===== config.mk =====
export PLATFORM = sky130hd
export DESIGN_NAME = circle_rasterizer
export DESIGN_NICKNAME = d
export VERILOG_FILES = /design/src/crz_pkg.sv /design/src/circle_rasterizer.sv /design/src/crz_front.sv /design/src/crz_queue.sv /design/src/crz_back.sv
export SDC_FILE = /design/constraint.sdc
export NUM_CORES = 1
export LEC_CHECK = 0
export BUFFER_PORTS_ARGS = -buffer_cell sky130_fd_sc_hd__buf_4
export CELL_PAD_IN_SITES_DETAIL_PLACEMENT = 2
export CELL_PAD_IN_SITES_GLOBAL_PLACEMENT = 2
export CORE_MARGIN = 1
export CORE_UTILIZATION = 43
export DETAILED_ROUTE_END_ITERATION = 10
export GPL_TIMING_DRIVEN = 0
export PLACE_DENSITY = 0.84
export RECOVER_POWER = 25
export SYNTH_ARGS = -nofsm -noshare
export SYNTH_HDL_FRONTEND = slang
export SYNTH_SLANG_ARGS = --single-unit

===== constraint.sdc =====
create_clock -name aclk -period 12.87 [get_ports aclk]
set_clock_uncertainty 0.15 [all_clocks]
set_input_delay 3.861 -clock aclk [delete_from_list [all_inputs] [get_ports aclk]]
set_output_delay 3.861 -clock aclk [all_outputs]
set_load 0.05 [all_outputs]

===== src/crz_pkg.sv =====
package crz_pkg;

    localparam int COORD_W     = 10;
    localparam int OFS_W       = 11;
    localparam int DEC_W       = 14;
    localparam int NPTS        = 8;
    localparam int QUEUE_DEPTH = 2;

    typedef enum logic {
        OP_START = 1'b0,
        OP_STEP  = 1'b1
    } op_t;

    typedef logic [COORD_W-1:0] coord_t;

    // One step's worth of mirrored pixels, ready for serialising
    typedef struct packed {
        coord_t [NPTS-1:0] px;
        coord_t [NPTS-1:0] py;
        logic   [NPTS-1:0] keep;
        logic              done;
    } job_t;

    typedef struct packed {
        logic full;
        logic empty;
    } q_status_t;

endpackage


===== src/circle_rasterizer.sv =====
// Midpoint circle rasterizer with canvas clipping.
// Input channel (s_*): op selects start (latch center_x, center_y, radius)
// or step (emit the eight mirrored pixels of the current offset, then
// advance). A start word gives no result; a step word gives one result
// word per pixel that falls inside the canvas, in octant order, or a
// single word with plot_valid low when none does. m_last marks the final
// word of each step; m_done_res is high on every word of the step that
// finishes the circle, and on the word of a step issued with no circle.
// Path: with the back end idle, the first result word of a step passes through
// the job queue, the job register and the result register before it is shown.
// Throughput: the back end issues one result per cycle while the receiver
// accepts; a start word only updates the front end. A two-entry job queue
// between front and back lets the front keep accepting while the back end drains.
// When the receiver stalls (m_ready low) the result register holds, the
// back end stops and, once the queue fills, s_ready drops.
// Reset (aresetn low, synchronous) empties the queue and the output
// register and leaves no circle in progress.
module circle_rasterizer
    import crz_pkg::*;
#(
    parameter int CANVAS_SIZE = 1024
) (
    input  logic               aclk,
    input  logic               aresetn,
    input  logic               s_valid,
    output logic               s_ready,
    input  logic               s_op,
    input  logic [COORD_W-1:0] s_center_x,
    input  logic [COORD_W-1:0] s_center_y,
    input  logic [COORD_W-1:0] s_radius,
    output logic               m_valid,
    input  logic               m_ready,
    output logic [COORD_W-1:0] m_plot_x,
    output logic [COORD_W-1:0] m_plot_y,
    output logic               m_plot_valid,
    output logic               m_done_res,
    output logic               m_last
);

    q_status_t q_status;
    job_t      wr_job;
    job_t      rd_job;
    logic      push;
    logic      pop;

    crz_front #(
        .CANVAS_SIZE(CANVAS_SIZE)
    ) u_front (
        .aclk      (aclk),
        .aresetn   (aresetn),
        .s_valid   (s_valid),
        .s_ready   (s_ready),
        .s_op      (s_op),
        .s_center_x(s_center_x),
        .s_center_y(s_center_y),
        .s_radius  (s_radius),
        .q_status  (q_status),
        .push      (push),
        .job       (wr_job)
    );

    crz_queue u_queue (
        .aclk   (aclk),
        .aresetn(aresetn),
        .push   (push),
        .wr_job (wr_job),
        .pop    (pop),
        .rd_job (rd_job),
        .status (q_status)
    );

    crz_back u_back (
        .aclk        (aclk),
        .aresetn     (aresetn),
        .q_status    (q_status),
        .q_job       (rd_job),
        .pop         (pop),
        .m_valid     (m_valid),
        .m_ready     (m_ready),
        .m_plot_x    (m_plot_x),
        .m_plot_y    (m_plot_y),
        .m_plot_valid(m_plot_valid),
        .m_done_res  (m_done_res),
        .m_last      (m_last)
    );

endmodule


===== src/crz_front.sv =====
module crz_front
    import crz_pkg::*;
#(
    parameter int CANVAS_SIZE = 1024
) (
    input  logic               aclk,
    input  logic               aresetn,
    input  logic               s_valid,
    output logic               s_ready,
    input  logic               s_op,
    input  logic [COORD_W-1:0] s_center_x,
    input  logic [COORD_W-1:0] s_center_y,
    input  logic [COORD_W-1:0] s_radius,
    input  q_status_t          q_status,
    output logic               push,
    output job_t               job
);

    localparam logic [12:0] CANVAS_LIM = 13'(CANVAS_SIZE);

    logic [COORD_W-1:0] center_col_reg, center_col_next;
    logic [COORD_W-1:0] center_row_reg, center_row_next;
    logic [OFS_W-1:0]   minor_reg, minor_next;
    logic [OFS_W-1:0]   major_reg, major_next;
    logic [DEC_W-1:0]   decision_reg, decision_next;
    logic               active_reg, active_next;

    logic               accept;
    logic               step_done;
    logic signed [11:0] minor_inc;
    logic signed [11:0] major_dec;
    logic signed [15:0] dec_sum;

    assign s_ready = !q_status.full;
    assign accept  = s_valid && s_ready;
    assign push    = accept && (s_op == OP_STEP);

    // mirrored points and clip test
    always_comb begin
        logic [OFS_W-1:0]   a, b;
        logic signed [12:0] sx, sy, px, py;
        logic               in_x, in_y;
        sx = $signed({3'b000, center_col_reg});
        sy = $signed({3'b000, center_row_reg});
        for (int i = 0; i < NPTS; i++) begin
            a = i[2] ? major_reg : minor_reg;
            b = i[2] ? minor_reg : major_reg;
            px = i[0] ? sx - $signed({2'b00, a}) : sx + $signed({2'b00, a});
            py = i[1] ? sy - $signed({2'b00, b}) : sy + $signed({2'b00, b});
            in_x = !px[12] && ({1'b0, px[11:0]} < CANVAS_LIM);
            in_y = !py[12] && ({1'b0, py[11:0]} < CANVAS_LIM);
            job.px[i]   = px[COORD_W-1:0];
            job.py[i]   = py[COORD_W-1:0];
            job.keep[i] = active_reg && in_x && in_y;
        end
        job.done = step_done || !active_reg;
    end

    // decision update
    always_comb begin
        logic signed [15:0] d;
        d         = 16'($signed(decision_reg));
        minor_inc = $signed({1'b0, minor_reg}) + 12'sd1;
        if (d > 16'sd0) begin
            major_dec = $signed({1'b0, major_reg}) - 12'sd1;
            dec_sum   = d + 16'(($signed(13'(minor_inc)) - $signed(13'(major_dec))) * 4) + 16'sd10;
        end else begin
            major_dec = $signed({1'b0, major_reg});
            dec_sum   = d + 16'($signed(16'(minor_inc)) * 4) + 16'sd6;
        end
        step_done = major_dec < minor_inc;
    end

    always_comb begin
        center_col_next = center_col_reg;
        center_row_next = center_row_reg;
        minor_next      = minor_reg;
        major_next      = major_reg;
        decision_next   = decision_reg;
        active_next     = active_reg;
        if (accept) begin
            unique case (s_op)
                OP_START: begin
                    center_col_next = s_center_x;
                    center_row_next = s_center_y;
                    minor_next      = '0;
                    major_next      = {1'b0, s_radius};
                    decision_next   = DEC_W'(14'sd3 - 14'($signed({1'b0, s_radius}) * 2));
                    active_next     = 1'b1;
                end
                OP_STEP: begin
                    if (active_reg) begin
                        minor_next    = minor_inc[OFS_W-1:0];
                        major_next    = major_dec[OFS_W-1:0];
                        decision_next = dec_sum[DEC_W-1:0];
                        if (step_done) begin
                            active_next = 1'b0;
                        end
                    end
                end
                default: ;
            endcase
        end
    end

    always_ff @(posedge aclk) begin
        if (!aresetn) begin
            center_col_reg <= '0;
            center_row_reg <= '0;
            minor_reg      <= '0;
            major_reg      <= '0;
            decision_reg   <= '0;
            active_reg     <= 1'b0;
        end else begin
            center_col_reg <= center_col_next;
            center_row_reg <= center_row_next;
            minor_reg      <= minor_next;
            major_reg      <= major_next;
            decision_reg   <= decision_next;
            active_reg     <= active_next;
        end
    end

    a_start_arms: assert property (@(posedge aclk) disable iff (!aresetn)
        (accept && s_op == OP_START) |=> active_reg)
        else $error("start word did not arm the circle");

    a_idle_step_done: assert property (@(posedge aclk) disable iff (!aresetn)
        (push && !active_reg) |-> (job.done && job.keep == '0))
        else $error("step while idle must give one finished empty job");

endmodule


===== src/crz_queue.sv =====
module crz_queue
    import crz_pkg::*;
(
    input  logic      aclk,
    input  logic      aresetn,
    input  logic      push,
    input  job_t      wr_job,
    input  logic      pop,
    output job_t      rd_job,
    output q_status_t status
);

    localparam int PTR_W = (QUEUE_DEPTH > 1) ? $clog2(QUEUE_DEPTH) : 1;
    localparam int CNT_W = $clog2(QUEUE_DEPTH + 1);
    localparam logic [PTR_W-1:0] PTR_LAST = PTR_W'(QUEUE_DEPTH - 1);
    localparam logic [CNT_W-1:0] CNT_FULL = CNT_W'(QUEUE_DEPTH);

    job_t             slot_reg [QUEUE_DEPTH];
    logic [PTR_W-1:0] wr_ptr_reg, wr_ptr_next;
    logic [PTR_W-1:0] rd_ptr_reg, rd_ptr_next;
    logic [CNT_W-1:0] count_reg, count_next;

    assign status.full  = (count_reg == CNT_FULL);
    assign status.empty = (count_reg == '0);
    assign rd_job       = slot_reg[rd_ptr_reg];

    always_comb begin
        wr_ptr_next = wr_ptr_reg;
        rd_ptr_next = rd_ptr_reg;
        count_next  = count_reg;
        if (push) begin
            wr_ptr_next = (wr_ptr_reg == PTR_LAST) ? '0 : wr_ptr_reg + 1'b1;
        end
        if (pop) begin
            rd_ptr_next = (rd_ptr_reg == PTR_LAST) ? '0 : rd_ptr_reg + 1'b1;
        end
        if (push && !pop) begin
            count_next = count_reg + 1'b1;
        end else if (pop && !push) begin
            count_next = count_reg - 1'b1;
        end
    end

    always_ff @(posedge aclk) begin
        if (push) begin
            slot_reg[wr_ptr_reg] <= wr_job;
        end
    end

    always_ff @(posedge aclk) begin
        if (!aresetn) begin
            wr_ptr_reg <= '0;
            rd_ptr_reg <= '0;
            count_reg  <= '0;
        end else begin
            wr_ptr_reg <= wr_ptr_next;
            rd_ptr_reg <= rd_ptr_next;
            count_reg  <= count_next;
        end
    end

    a_no_overflow: assert property (@(posedge aclk) disable iff (!aresetn)
        !(push && status.full && !pop))
        else $error("queue written while full");

    a_no_underflow: assert property (@(posedge aclk) disable iff (!aresetn)
        !(pop && status.empty))
        else $error("queue read while empty");

endmodule


===== src/crz_back.sv =====
module crz_back
    import crz_pkg::*;
(
    input  logic               aclk,
    input  logic               aresetn,
    input  q_status_t          q_status,
    input  job_t               q_job,
    output logic               pop,
    output logic               m_valid,
    input  logic               m_ready,
    output logic [COORD_W-1:0] m_plot_x,
    output logic [COORD_W-1:0] m_plot_y,
    output logic               m_plot_valid,
    output logic               m_done_res,
    output logic               m_last
);

    localparam int IDX_W = $clog2(NPTS);

    job_t               cur_reg, cur_next;
    logic               cur_valid_reg, cur_valid_next;
    logic [NPTS-1:0]    pend_reg, pend_next;

    logic               out_valid_reg, out_valid_next;
    logic [COORD_W-1:0] out_x_reg, out_y_reg;
    logic               out_pv_reg, out_done_reg, out_last_reg;

    logic               out_free;
    logic               emit;
    logic               emit_last;
    logic [IDX_W-1:0]   sel;
    logic [NPTS-1:0]    pend_left;

    assign out_free = !out_valid_reg || m_ready;
    assign emit     = cur_valid_reg && out_free;

    // lowest pending pixel goes first
    always_comb begin
        sel = '0;
        for (int i = NPTS - 1; i >= 0; i--) begin
            if (pend_reg[i]) begin
                sel = IDX_W'(i);
            end
        end
        pend_left = pend_reg & ~(NPTS'(1) << sel);
        emit_last = (pend_reg == '0) || (pend_left == '0);
    end

    assign pop = !q_status.empty && (!cur_valid_reg || (emit && emit_last));

    always_comb begin
        cur_next       = cur_reg;
        cur_valid_next = cur_valid_reg;
        pend_next      = pend_reg;
        if (emit) begin
            pend_next = pend_left;
            if (emit_last) begin
                cur_valid_next = 1'b0;
            end
        end
        if (pop) begin
            cur_next       = q_job;
            pend_next      = q_job.keep;
            cur_valid_next = 1'b1;
        end
    end

    always_comb begin
        out_valid_next = out_valid_reg;
        if (emit) begin
            out_valid_next = 1'b1;
        end else if (m_ready) begin
            out_valid_next = 1'b0;
        end
    end

    always_ff @(posedge aclk) begin
        cur_reg  <= cur_next;
        pend_reg <= pend_next;
        if (emit) begin
            // empty keep mask: one invalid word
            if (pend_reg == '0) begin
                out_x_reg  <= '0;
                out_y_reg  <= '0;
                out_pv_reg <= 1'b0;
            end else begin
                out_x_reg  <= cur_reg.px[sel];
                out_y_reg  <= cur_reg.py[sel];
                out_pv_reg <= 1'b1;
            end
            out_done_reg <= cur_reg.done;
            out_last_reg <= emit_last;
        end
    end

    always_ff @(posedge aclk) begin
        if (!aresetn) begin
            cur_valid_reg <= 1'b0;
            out_valid_reg <= 1'b0;
        end else begin
            cur_valid_reg <= cur_valid_next;
            out_valid_reg <= out_valid_next;
        end
    end

    assign m_valid      = out_valid_reg;
    assign m_plot_x     = out_x_reg;
    assign m_plot_y     = out_y_reg;
    assign m_plot_valid = out_pv_reg;
    assign m_done_res   = out_done_reg;
    assign m_last       = out_last_reg;

    a_invalid_is_last: assert property (@(posedge aclk) disable iff (!aresetn)
        (m_valid && !m_plot_valid) |-> m_last)
        else $error("invalid word must close its step");

    a_pop_only_free: assert property (@(posedge aclk) disable iff (!aresetn)
        (pop && cur_valid_reg) |-> (emit && emit_last))
        else $error("job overwritten before its last word left");

endmodule

==> impl_results.md, run 1 <==
- Outcome: finished clean
- Clk buf depth: 3
- Library cell occupying the most area in the post-synthesis netlist: edfxtp_1
- FF+latch count, synth: 342
- Static leakage power: 8.13 nW
- Number of synthesized flops with an enable pin: 278
- First-iteration detailed-routing DRC count: 973
- Mapped Area: 0.0188 mm2
- Max capacitance violation total: 0
- Peak supply drop: 0.000119 V
- Post-layout power: 4.74 mW
- Chip Width: 211 um
- Number of cells produced by synthesis: 1632
- Via count: 14100
- Sw frac: 38.6%
- Number of nets with antenna violations after routing: 0
- Nets@finish: 1939
- Critical path data arrival time: 6.14 ns
- Total area of multi-input combinational cells: 0.00859 mm2
- Power share of the clock group: 23.7%
- Final worst path period need: 6.04 ns
- Number of rows created at floorplan: 76
- Cell with the most instances after synthesis: edfxtp_1
- Total count of max-transition violations in the final report: 0
- H-tree levels: 2
- Clk sinks: 342
- Flip-flop count of the largest register, all copies and words added: 170
- Number of setup violations in the final report: 0
- Flop pwr share: 35.9%
- Fill count: 4352
- Detail-routed net length per standard cell: 29.2 um
- Number of gates given a new drive strength after cts: 0
- Final Cycle Share: 46.9%
- Largest cells by area after synthesis: edfxtp_1 44%, ha_1 10%, dfxtp_1 6.8%
- Achievable Freq: 166 MHz
- Fraction of the yosys area taken by sequential cells: 51.1%
- Post-route setup slack: 6.83 ns
- Worst setup slack before clock tree synthesis: 6.32 ns
- Global-route wire length before repair: 103000 um
- Drt total wl: 68900 um
- Setup repair after global routing missed its margin: no
- Number of global-route vias before repair: 15900
- Power density over cell area: 221 mW/mm2
- Worst setup SP type: primary input
- Clock root buffer master: clkbuf_16
- Met2 capacity usage during global routing: 57.0%
- Critical Path Sink Type: register
- Async set-reset flop share out of synthesis: 0%
- Internal cell power: 2.91 mW
- Post-CTS setup-driven buffer insertion count: 0
- Weighted congestion reported at the end of routability-driven placement: 0.909
- Area inside the core boundary: 0.0432 mm2
- Register area: 0.00963 mm2
- Fin. Hold Viols: 0
- Hold bufs inserted after CTS: 0
- Actual slew at the worst max-slew pin: 1.16 ns
- Met1 routing resource usage after global routing: 36.6%
- Maximum number of pins on one net before global-route repair: 61
- Total CTS buffers: 40
- GR Overflow Total: 0
- Area share of the largest cell type after synthesis: 44.3%
- Number of optimization iterations in the first detailed-route pass: 5
- Most used standard cells in the synthesized netlist: 278 x edfxtp_1, 151 x ha_1, 135 x nor2_1, 115 x inv_1, 109 x a21oi_1
- Diodes inserted: 0
- Net count after synthesis: 1829
- Data required time at the worst endpoint: 12.97 ns
- Initial antenna violation count: 0
- IO Pins: 60
- Maximum net fanout on the critical path: 12
- Most frequently used flop master after synthesis: edfxtp_1
- Switching Power: 1.83 mW
- Combinational power share: 40.4%
- Port buffer count: 57
- Per-instance average area after synthesis: 11.5 um2
- Busiest metal layer after global routing: met2
- Floorplan die area: 0.0447 mm2
- Clock latency on the worst-skew pair: 0.56 ns
- Count of yosys warnings during synthesis: 0
- Final core utilization: 49.6%
- Die Span Y: 211 um
- Final hold slack: 0.286 ns
- Kind of path behind the tightest hold check: reg2reg
- CTS clk-pin slew, worst paths: 0.06 ns
- Initial core utilization: 43.6%
- Relative slew slack: 21.7%
- Clock tree from TritonCTS: built
- Number of DRC violations after detailed routing: 0
- Class of the most critical setup path: in2reg
- Synth cell types: 70
- Share of layout cells above drive strength 1: 12.5%
- GRT Resource Usage Total: 31.4%
- Final HPWL from detailed placement: 50600 um
- Area added between synthesis and finish: 13.7%
- Met3 global-route usage: 4.08%
- Via/cell ratio: 5.97
-- per-layer routing --
layer  routed length [um]  up-vias
li1                     -     6180
met1                27000     7277
met2                35500      451
met3                 3050      175
met4                 3380        0
met5                    0        -
-- power by group through the flow --
stage	clock network (mW)	registers (mW)	logic [mW]
floorplan	0	1.77	1.17
global placement	0	1.70	1.72
detailed placement	0	1.72	1.89
CTS	1.14	1.70	1.92
global route	1.17	1.72	2.05
finish	1.12	1.70	1.92
-- critical path, cell delays in order --
cell	delay (ns)
clkbuf_1	0.41
clkinv_1	0.48
nor3_2	0.73
buf_6	0.26
buf_6	0.18
buf_6	0.20
-- cell type report --
cell class | instances | area share (%)
flip-flops and latches | 342 | 45.0
repair buffers | 68 | 2.69
multi-input cells | 1126 | 40.1
inverters | 117 | 2.05
plain buffers | 47 | 0.894
clock inverters | 16 | 0.689
clock buffers | 57 | 5.17
well taps | 585 | 3.42
-- worst paths after layout --
path / slack [ns] / from / end / cells past startpoint
worst max-delay path: 6.83 / s_op / u_queue.slot_reg[0][150]$_DFFE_PP_ / 6
worst min-delay path: 0.29 / u_back.cur_reg[0]$_DFFE_PN_ / u_back.m_done_res$_DFFE_PP_ / 0
worst max register to register: 7.47 / u_front.major_reg[1]$_SDFFE_PN0P_ / u_front.decision_reg[13]$_SDFFE_PN0P_ / 19
worst min register to register: 0.29 / u_back.cur_reg[0]$_DFFE_PN_ / u_back.m_done_res$_DFFE_PP_ / 0
-- kinds of logic after synthesis --
family,after synthesis,share of synthesized area [%]
compound gates,320,10.8
xor+xnor,114,5.30
fa+ha+maj,163,11.2
buf+inv,164,3.33
flops,342,51.1
mux,115,7.85
simple gates,414,10.4
-- metrics by stage --
stage | setup TNS, ns | cells | cell area (um2)
6_report | 0 | 2358 | 21400
5_1_grt | 0 | 2358 | 21400
4_1_cts | 0 | 2358 | 21400
3_5_place_dp | 0 | 2285 | 20200
3_3_place_gp | -225.75 | 2274 | 20000
2_1_floorplan | 0 | 1632 | 18800
-- cells in the final DEF (no fill, tap or decap), drive strengths merged, types with 14 or more instances in the layout --
master,Yosys,layout
edfxtp,278,278
nand3,15,15
and2,22,22
a31oi,14,14
xor2,28,28
a21oi,110,110
o21ai,65,65
mux4,18,18
nor2,135,135
nor2b,25,25
o21a,17,17
mux2i,15,15
inv,115,118
nor3,45,45
ha,151,151
xnor2,86,86
nand2,99,99
clkbuf,32,95
buf,15,77
mux2,82,82
o21bai,14,14
dfxtp,64,64
No activity file was read; power rests on OpenSTA's default activity.
==> run 2: changes to the inputs <==
CORE_UTILIZATION = 39   (was 43)
PLACE_DENSITY = 0.8   (was 0.84)
clock period = 5.3 ns   (was 12.87 ns; I/O delays follow)
==> run 2 against run 1 <==
Net effect: hold slack improved by 0.015 ns; first-iteration DRC count decreased by 20%; cell count increased by 1.0%; clock power increased to 2.5 times the previous value; routed wire length decreased by 4.8%; largest power group unchanged; highest routed layer unchanged.
==> impl_results.md, run 2 (synthesis gave the netlist of run 1 again) <==
- Peak supply drop: 0.000243 V (+100%)
- Number of placed instances with taps included: 2312 (+1.2%)
- Post-layout power: 11.5 mW (+140%)
- Critical path data arrival time: 5.27 ns (-0.87 ns)
- Number of DRC violations after detailed routing: 0 (unchanged)
- Flip-flop count of the largest register, all copies and words added: 170 (unchanged)
- Final Cycle Share: 94.6%
- Critical-path cell list: ha_1, inv_1, nor2_1, nand3_1, xnor2_1, inv_1, ha_1, and2_1, o311ai_1, nand2_1, xor2_1, ha_1, ha_1, o21a_1, nor2_1, nor2_1, a31oi_1, nand2b_1, o221ai_1
- Finished layout cell area: 0.0216 mm2 (+0.68%)
- CTS clk-pin slew, worst paths: 0.06 ns (about the same)
- Nets@finish: 1938 (-0.052%)
- Port buffer count: 57 (unchanged)
- Most frequent cells in the layout: 278 x edfxtp_1, 151 x ha_1, 135 x nor2_1
- Number of global-route vias before repair: 15600 (-2.1%)
- Clk buf depth: 3 (unchanged)
- Critical Path Most Common Cell: ha_1
- Area added between synthesis and finish: 14.4%
- Area after DPL: 0.0202 mm2 (+0.41%)
- Global-route wire length before repair: 98400 um (-4.4%)
- Number of setup violations in the final report: 0 (unchanged)
- Via count: 13700 (-3.0%)
- Diodes inserted: 0 (unchanged)
- Maximum number of pins on one net before global-route repair: 62 (+1.6%)
- Total CTS buffers: 40 (unchanged)
- Final worst path period need: 5.02 ns
- Weighted congestion reported at the end of routability-driven placement: 0.886 (-2.6%)
- Most common cell after layout, fill and taps aside: edfxtp_1
- Power density over cell area: 535 mW/mm2 (+140%)
- Static leakage power: 8.17 nW (+0.40%)
- Share of layout cells above drive strength 1: 13.3% (+0.78 points)
- Clock root buffer master: clkbuf_16
- Area inside the core boundary: 0.0477 mm2 (+11%)
- IO Pins: 60 (unchanged)
- Data required time at the worst endpoint: 5.55 ns (-7.42 ns)
- Setup repair after global routing missed its margin: no
- Clock tree from TritonCTS: built
- Stage delay of the slowest cell on the critical path: 0.63 ns (-0.10 ns)
- First-iteration detailed-routing DRC count: 777 (-20%)
- Detail-routed net length per standard cell: 27.5 um (-5.8%)
- Kind of path behind the tightest hold check: reg2reg
- Die Span Y: 222 um (+5.0%)
- H-tree levels: 2 (unchanged)
- Number of optimization iterations in the first detailed-route pass: 4 (-1)
- Initial core utilization: 39.5% (-4.2 points)
- Fill count: 4853 (+12%)
- Worst Path Buf+Inv: 2 (-3)
- Relative slew slack: 17.7% (-4.1 points)
- Class of the most critical setup path: reg2reg
- Hold bufs inserted after CTS: 0 (unchanged)
- Achievable Freq: 199 MHz
- Max capacitance violation total: 0 (unchanged)
- Outcome: finished clean
- Total count of max-transition violations in the final report: 0 (unchanged)
- Chip Width: 222 um (+5.0%)
- Top cell family by delay on the critical path: adder cells
- Drt total wl: 65600 um (-4.8%)
- Actual slew at the worst max-slew pin: 1.22 ns (+0.0604 ns)
- Critical Path Sink Type: register
- Worst setup SP type: register
- GR Overflow Total: 0 (unchanged)
- Worst-path cell with the longest stage delay: dfxtp_2
- Floorplan die area: 0.0492 mm2 (+10%)
- Maximum net fanout on the critical path: 13 (+1)
- Via/cell ratio: 5.74 (-4.0%)
- Final core utilization: 45.2% (-4.4 points)
- Final HPWL from detailed placement: 48900 um (-3.3%)
- Fin. Hold Viols: 0 (unchanged)
- Non-filler instance count after layout: 2382 (+1.0%)
- Number of nets with antenna violations after routing: 0 (unchanged)
- Initial antenna violation count: 0 (unchanged)
- Number of rows created at floorplan: 80 (+5.3%)
- Clock latency on the worst-skew pair: 0.57 ns (about the same)
- Clk sinks: 342 (unchanged)
- GRT Resource Usage Total: 27.0% (-4.5 points)
-- run 2: layer usage --
metal / GRT usage [%] / up-vias / wire length (um)
li1: - / 6168 / -
met1: 31.4 / 7044 / 26400
met2: 49.4 / 314 / 34100
met3: 3.82 / 138 / 2470
met4: 11.3 / 0 / 2680
met5: 0 / - / 0
-- run 2: path summary, 6_finish.rpt --
path / slack [ns] / cells past startpoint / endpoint / start
setup / recovery: 0.28 / 19 / u_front.decision_reg[13]$_SDFFE_PN0P_ / u_front.minor_reg[0]$_SDFFE_PN0P_
hold / removal: 0.30 / 0 / u_back.m_done_res$_DFFE_PP_ / u_back.cur_reg[0]$_DFFE_PN_
setup reg to reg: 0.28 / 19 / u_front.decision_reg[13]$_SDFFE_PN0P_ / u_front.minor_reg[0]$_SDFFE_PN0P_
hold reg to reg: 0.30 / 0 / u_back.m_done_res$_DFFE_PP_ / u_back.cur_reg[0]$_DFFE_PN_
-- run 2: final cells by class --
| class | count | area, um2 | share of cell area (%) |
|---|---|---|---|
| plain buffers | 47 | 191 | 0.888 |
| clock buffers | 48 | 1050 | 4.88 |
| clock inverters | 20 | 254 | 1.18 |
| inverters | 117 | 440 | 2.04 |
| multi-input cells | 1126 | 8600 | 39.9 |
| flip-flops and latches | 342 | 9640 | 44.7 |
| well taps | 615 | 769 | 3.57 |
| repair buffers | 67 | 619 | 2.87 |
-- run 2: repair_timing --
item	4_1_cts	5_1_grt
setup buffers	0	1
setup endpoints to repair	1	1
resized for setup	3	3
-- run 2: metrics by stage --
step,setup slack [ns],TNS (ns),hold slack (ns)
6_report,0.284,0,0.301
5_1_grt,0.0194,0,0.313
4_1_cts,0.146,0,0.309
3_5_place_dp,0.00673,0,0.283
3_3_place_gp,-1.34,-222.48,0.254
2_1_floorplan,0.490,0,0.250
-- run 2: where the power goes --
| group | total [mW] | switching, mW | leakage (nW) | internal (mW) |
|---|---|---|---|---|
| Clock | 2.83 | 1.16 | 0.640 | 1.67 |
| Combinational | 4.59 | 2.86 | 4.40 | 1.74 |
| Sequential | 4.12 | 0.330 | 3.13 | 3.79 |
==> run 3: changes to the inputs <==
CELL_PAD_IN_SITES_DETAIL_PLACEMENT = 0   (was 2)
==> run 3 against run 2 <==
Net effect: the flow now finishes with violations (capacitance limit, slew limit); total power down 4.7%; largest power group unchanged; sequential share of layout area up 0.15 points; non-clock buffer count down 2; global-route usage down 5.8 points; routed wire length down 22%; worst setup slack worse by 0.037 ns; register-to-register slack worse by 0.04 ns; critical path depth unchanged; die area unchanged; core utilization down 0.16 points; maximum frequency down 0.73%; combinational power down 6.5%.
==> impl_results.md, run 3 (synthesis gave the netlist of run 1 again) <==
- Outcome: finished, violations left
- Violations in the final reports: capacitance limit, slew limit
- Top cell family by delay on the critical path: compound AO/OA/AOI/OAI gates
- Die Span Y: 222 um (unchanged)
- Max capacitance violation total: 1 (+1)
- Data required time at the worst endpoint: 5.56 ns (about the same)
- Critical path data arrival time: 5.32 ns (+0.05 ns)
- Initial core utilization: 39.5% (unchanged)
- Critical Path Sink Type: register
- Most common cell after layout, fill and taps aside: edfxtp_1
- Detail-routed net length per standard cell: 21.6 um (-22%)
- Number of global-route vias before repair: 13200 (-15%)
- CTS clk-pin slew, worst paths: 0.06 ns (about the same)
- Number of optimization iterations in the first detailed-route pass: 4 (unchanged)
- Power density over cell area: 512 mW/mm2 (-4.4%)
- Actual slew at the worst max-slew pin: 1.80 ns (+0.585 ns)
- Post-route setup slack: 0.247 ns (-0.0370 ns)
- Final Cycle Share: 95.3% (+0.70 points)
- Worst-path cell with the longest stage delay: dfxtp_2
- Clock tree from TritonCTS: built
- IO Pins: 60 (unchanged)
- Achievable Freq: 198 MHz (-0.73%)
- Flip-flop count of the largest register, all copies and words added: 170 (unchanged)
- Worst setup SP type: register
- Worst setup slack before clock tree synthesis: 0.0623 ns (+0.0555 ns)
- Kind of path behind the tightest hold check: reg2reg
- Routed length on met2: 25100 um (-26%)
- Nets@finish: 1935 (-0.15%)
- Fill count: 4415 (-9.0%)
- Most frequent cells in the layout: 278 x edfxtp_1, 151 x ha_1, 135 x nor2_1
- Via count: 12800 (-6.3%)
- Floorplan die area: 0.0492 mm2 (unchanged)
- Final core utilization: 45.0% (-0.16 points)
- H-tree levels: 2 (unchanged)
- GRT Resource Usage Total: 21.2% (-5.8 points)
- First-iteration detailed-routing DRC count: 934 (+20%)
- Via/cell ratio: 5.37 (-6.4%)
- Area after DPL: 0.0202 mm2 (unchanged)
- Hold bufs inserted after CTS: 0 (unchanged)
- Clock latency on the worst-skew pair: 0.56 ns (about the same)
- Initial antenna violation count: 0 (unchanged)
- Number of setup violations in the final report: 0 (unchanged)
- Critical-path cell list: clkinvlp_4, ha_1, xnor2_1, ha_1, a21o_1, a21oi_1, o21bai_1, a21oi_1, o21ai_1, or4_1, nand4_1, ha_1, ha_1, o21a_1, nor2_1, nor2_1, a31oi_1, nand2b_1, o221ai_1
- Global-route wire length before repair: 78200 um (-20%)
- Share of layout cells above drive strength 1: 13.5% (+0.15 points)
- Relative slew slack: -20.2% (-38 points)
- Post-layout power: 11.0 mW (-4.7%)
- Peak supply drop: 0.000199 V (-18%)
- Chip Width: 222 um (unchanged)
- Final worst path period need: 5.05 ns (+0.0370 ns)
- Class of the most critical setup path: reg2reg
- Worst Path Buf+Inv: 1 (-1)
- Maximum number of pins on one net before global-route repair: 62 (unchanged)
- Post-CTS setup-driven buffer insertion count: 0 (unchanged)
- GR Overflow Total: 0 (unchanged)
- Number of gates given a new drive strength after cts: 0 (-3)
- Clk sinks: 342 (unchanged)
- Final HPWL from detailed placement: 38700 um (-21%)
- Critical Path Most Common Cell: ha_1
- Maximum net fanout on the critical path: 9 (-4)
- Total count of max-transition violations in the final report: 24 (+24)
- Clock root buffer master: clkbuf_16
- Area inside the core boundary: 0.0477 mm2 (unchanged)
- Finished layout cell area: 0.0215 mm2 (-0.36%)
- Number of rows created at floorplan: 80 (unchanged)
- Diodes inserted: 0 (unchanged)
- Number of DRC violations after detailed routing: 0 (unchanged)
- Metal1 wirelength: 23000 um (-13%)
- Drt total wl: 51500 um (-22%)
- Setup repair after global routing missed its margin: no
- Detail Route met3 WL: 2010 um (-19%)
- Area added between synthesis and finish: 14.0%
- Aggregate negative setup slack: 0 ns (unchanged)
- Uppermost metal layer occupied by signal nets: met4
- Clk buf depth: 3 (unchanged)
- Stage delay of the slowest cell on the critical path: 0.57 ns (-0.06 ns)
- Total CTS buffers: 39 (-2.5%)
- Fin. Hold Viols: 0 (unchanged)
- Weighted congestion reported at the end of routability-driven placement: 0.886 (unchanged)
- Number of nets with antenna violations after routing: 0 (unchanged)
- Port buffer count: 57 (unchanged)
- Static leakage power: 8.12 nW (-0.64%)
run 3: stage by stage:
| step | hold slack (ns) | instances |
|---|---|---|
| floorplan | 0.250 | 1632 |
| global placement | 0.254 | 2304 |
| detailed placement | 0.265 | 2312 |
| CTS | 0.279 | 2384 |
| global route | 0.292 | 2384 |
| finish | 0.276 | 2384 |
run 3: per-layer routing:
layer	track usage [%]	up-vias
li1	-	6180
met5	0	-
met2	37.1	256
met3	3.03	79
met1	27.1	6282
met4	6.36	0
run 3: path summary, 6_finish.rpt:
check,startpoint,to,slack [ns],cells after the start
worst max-delay path,u_front.major_reg[1]$_SDFFE_PN0P_,u_front.decision_reg[13]$_SDFFE_PN0P_,0.25,19
worst min-delay path,u_back.cur_reg[0]$_DFFE_PN_,u_back.m_done_res$_DFFE_PP_,0.28,0
worst max register to register,u_front.major_reg[1]$_SDFFE_PN0P_,u_front.decision_reg[13]$_SDFFE_PN0P_,0.25,19
worst min register to register,u_back.cur_reg[0]$_DFFE_PN_,u_back.m_done_res$_DFFE_PP_,0.28,0
run 3: cell type report:
cell class	count	area, um2	share of cell area, %
Buffer	47	191	0.891
Clock buffer	49	1030	4.82
Clock inverter	23	209	0.973
Inverter	117	443	2.06
Multi-Input combinational cell	1126	8600	40.0
Sequential cell	342	9630	44.8
Tap cell	615	769	3.58
Timing Repair Buffer	65	604	2.81
run 3: where the power goes:
| group | total, mW | switching (mW) | leakage [nW] | internal [mW] |
|---|---|---|---|---|
| sequential | 4.05 | 0.265 | 3.13 | 3.78 |
| combinational | 4.29 | 2.57 | 4.39 | 1.72 |
| clock | 2.66 | 1.12 | 0.601 | 1.54 |
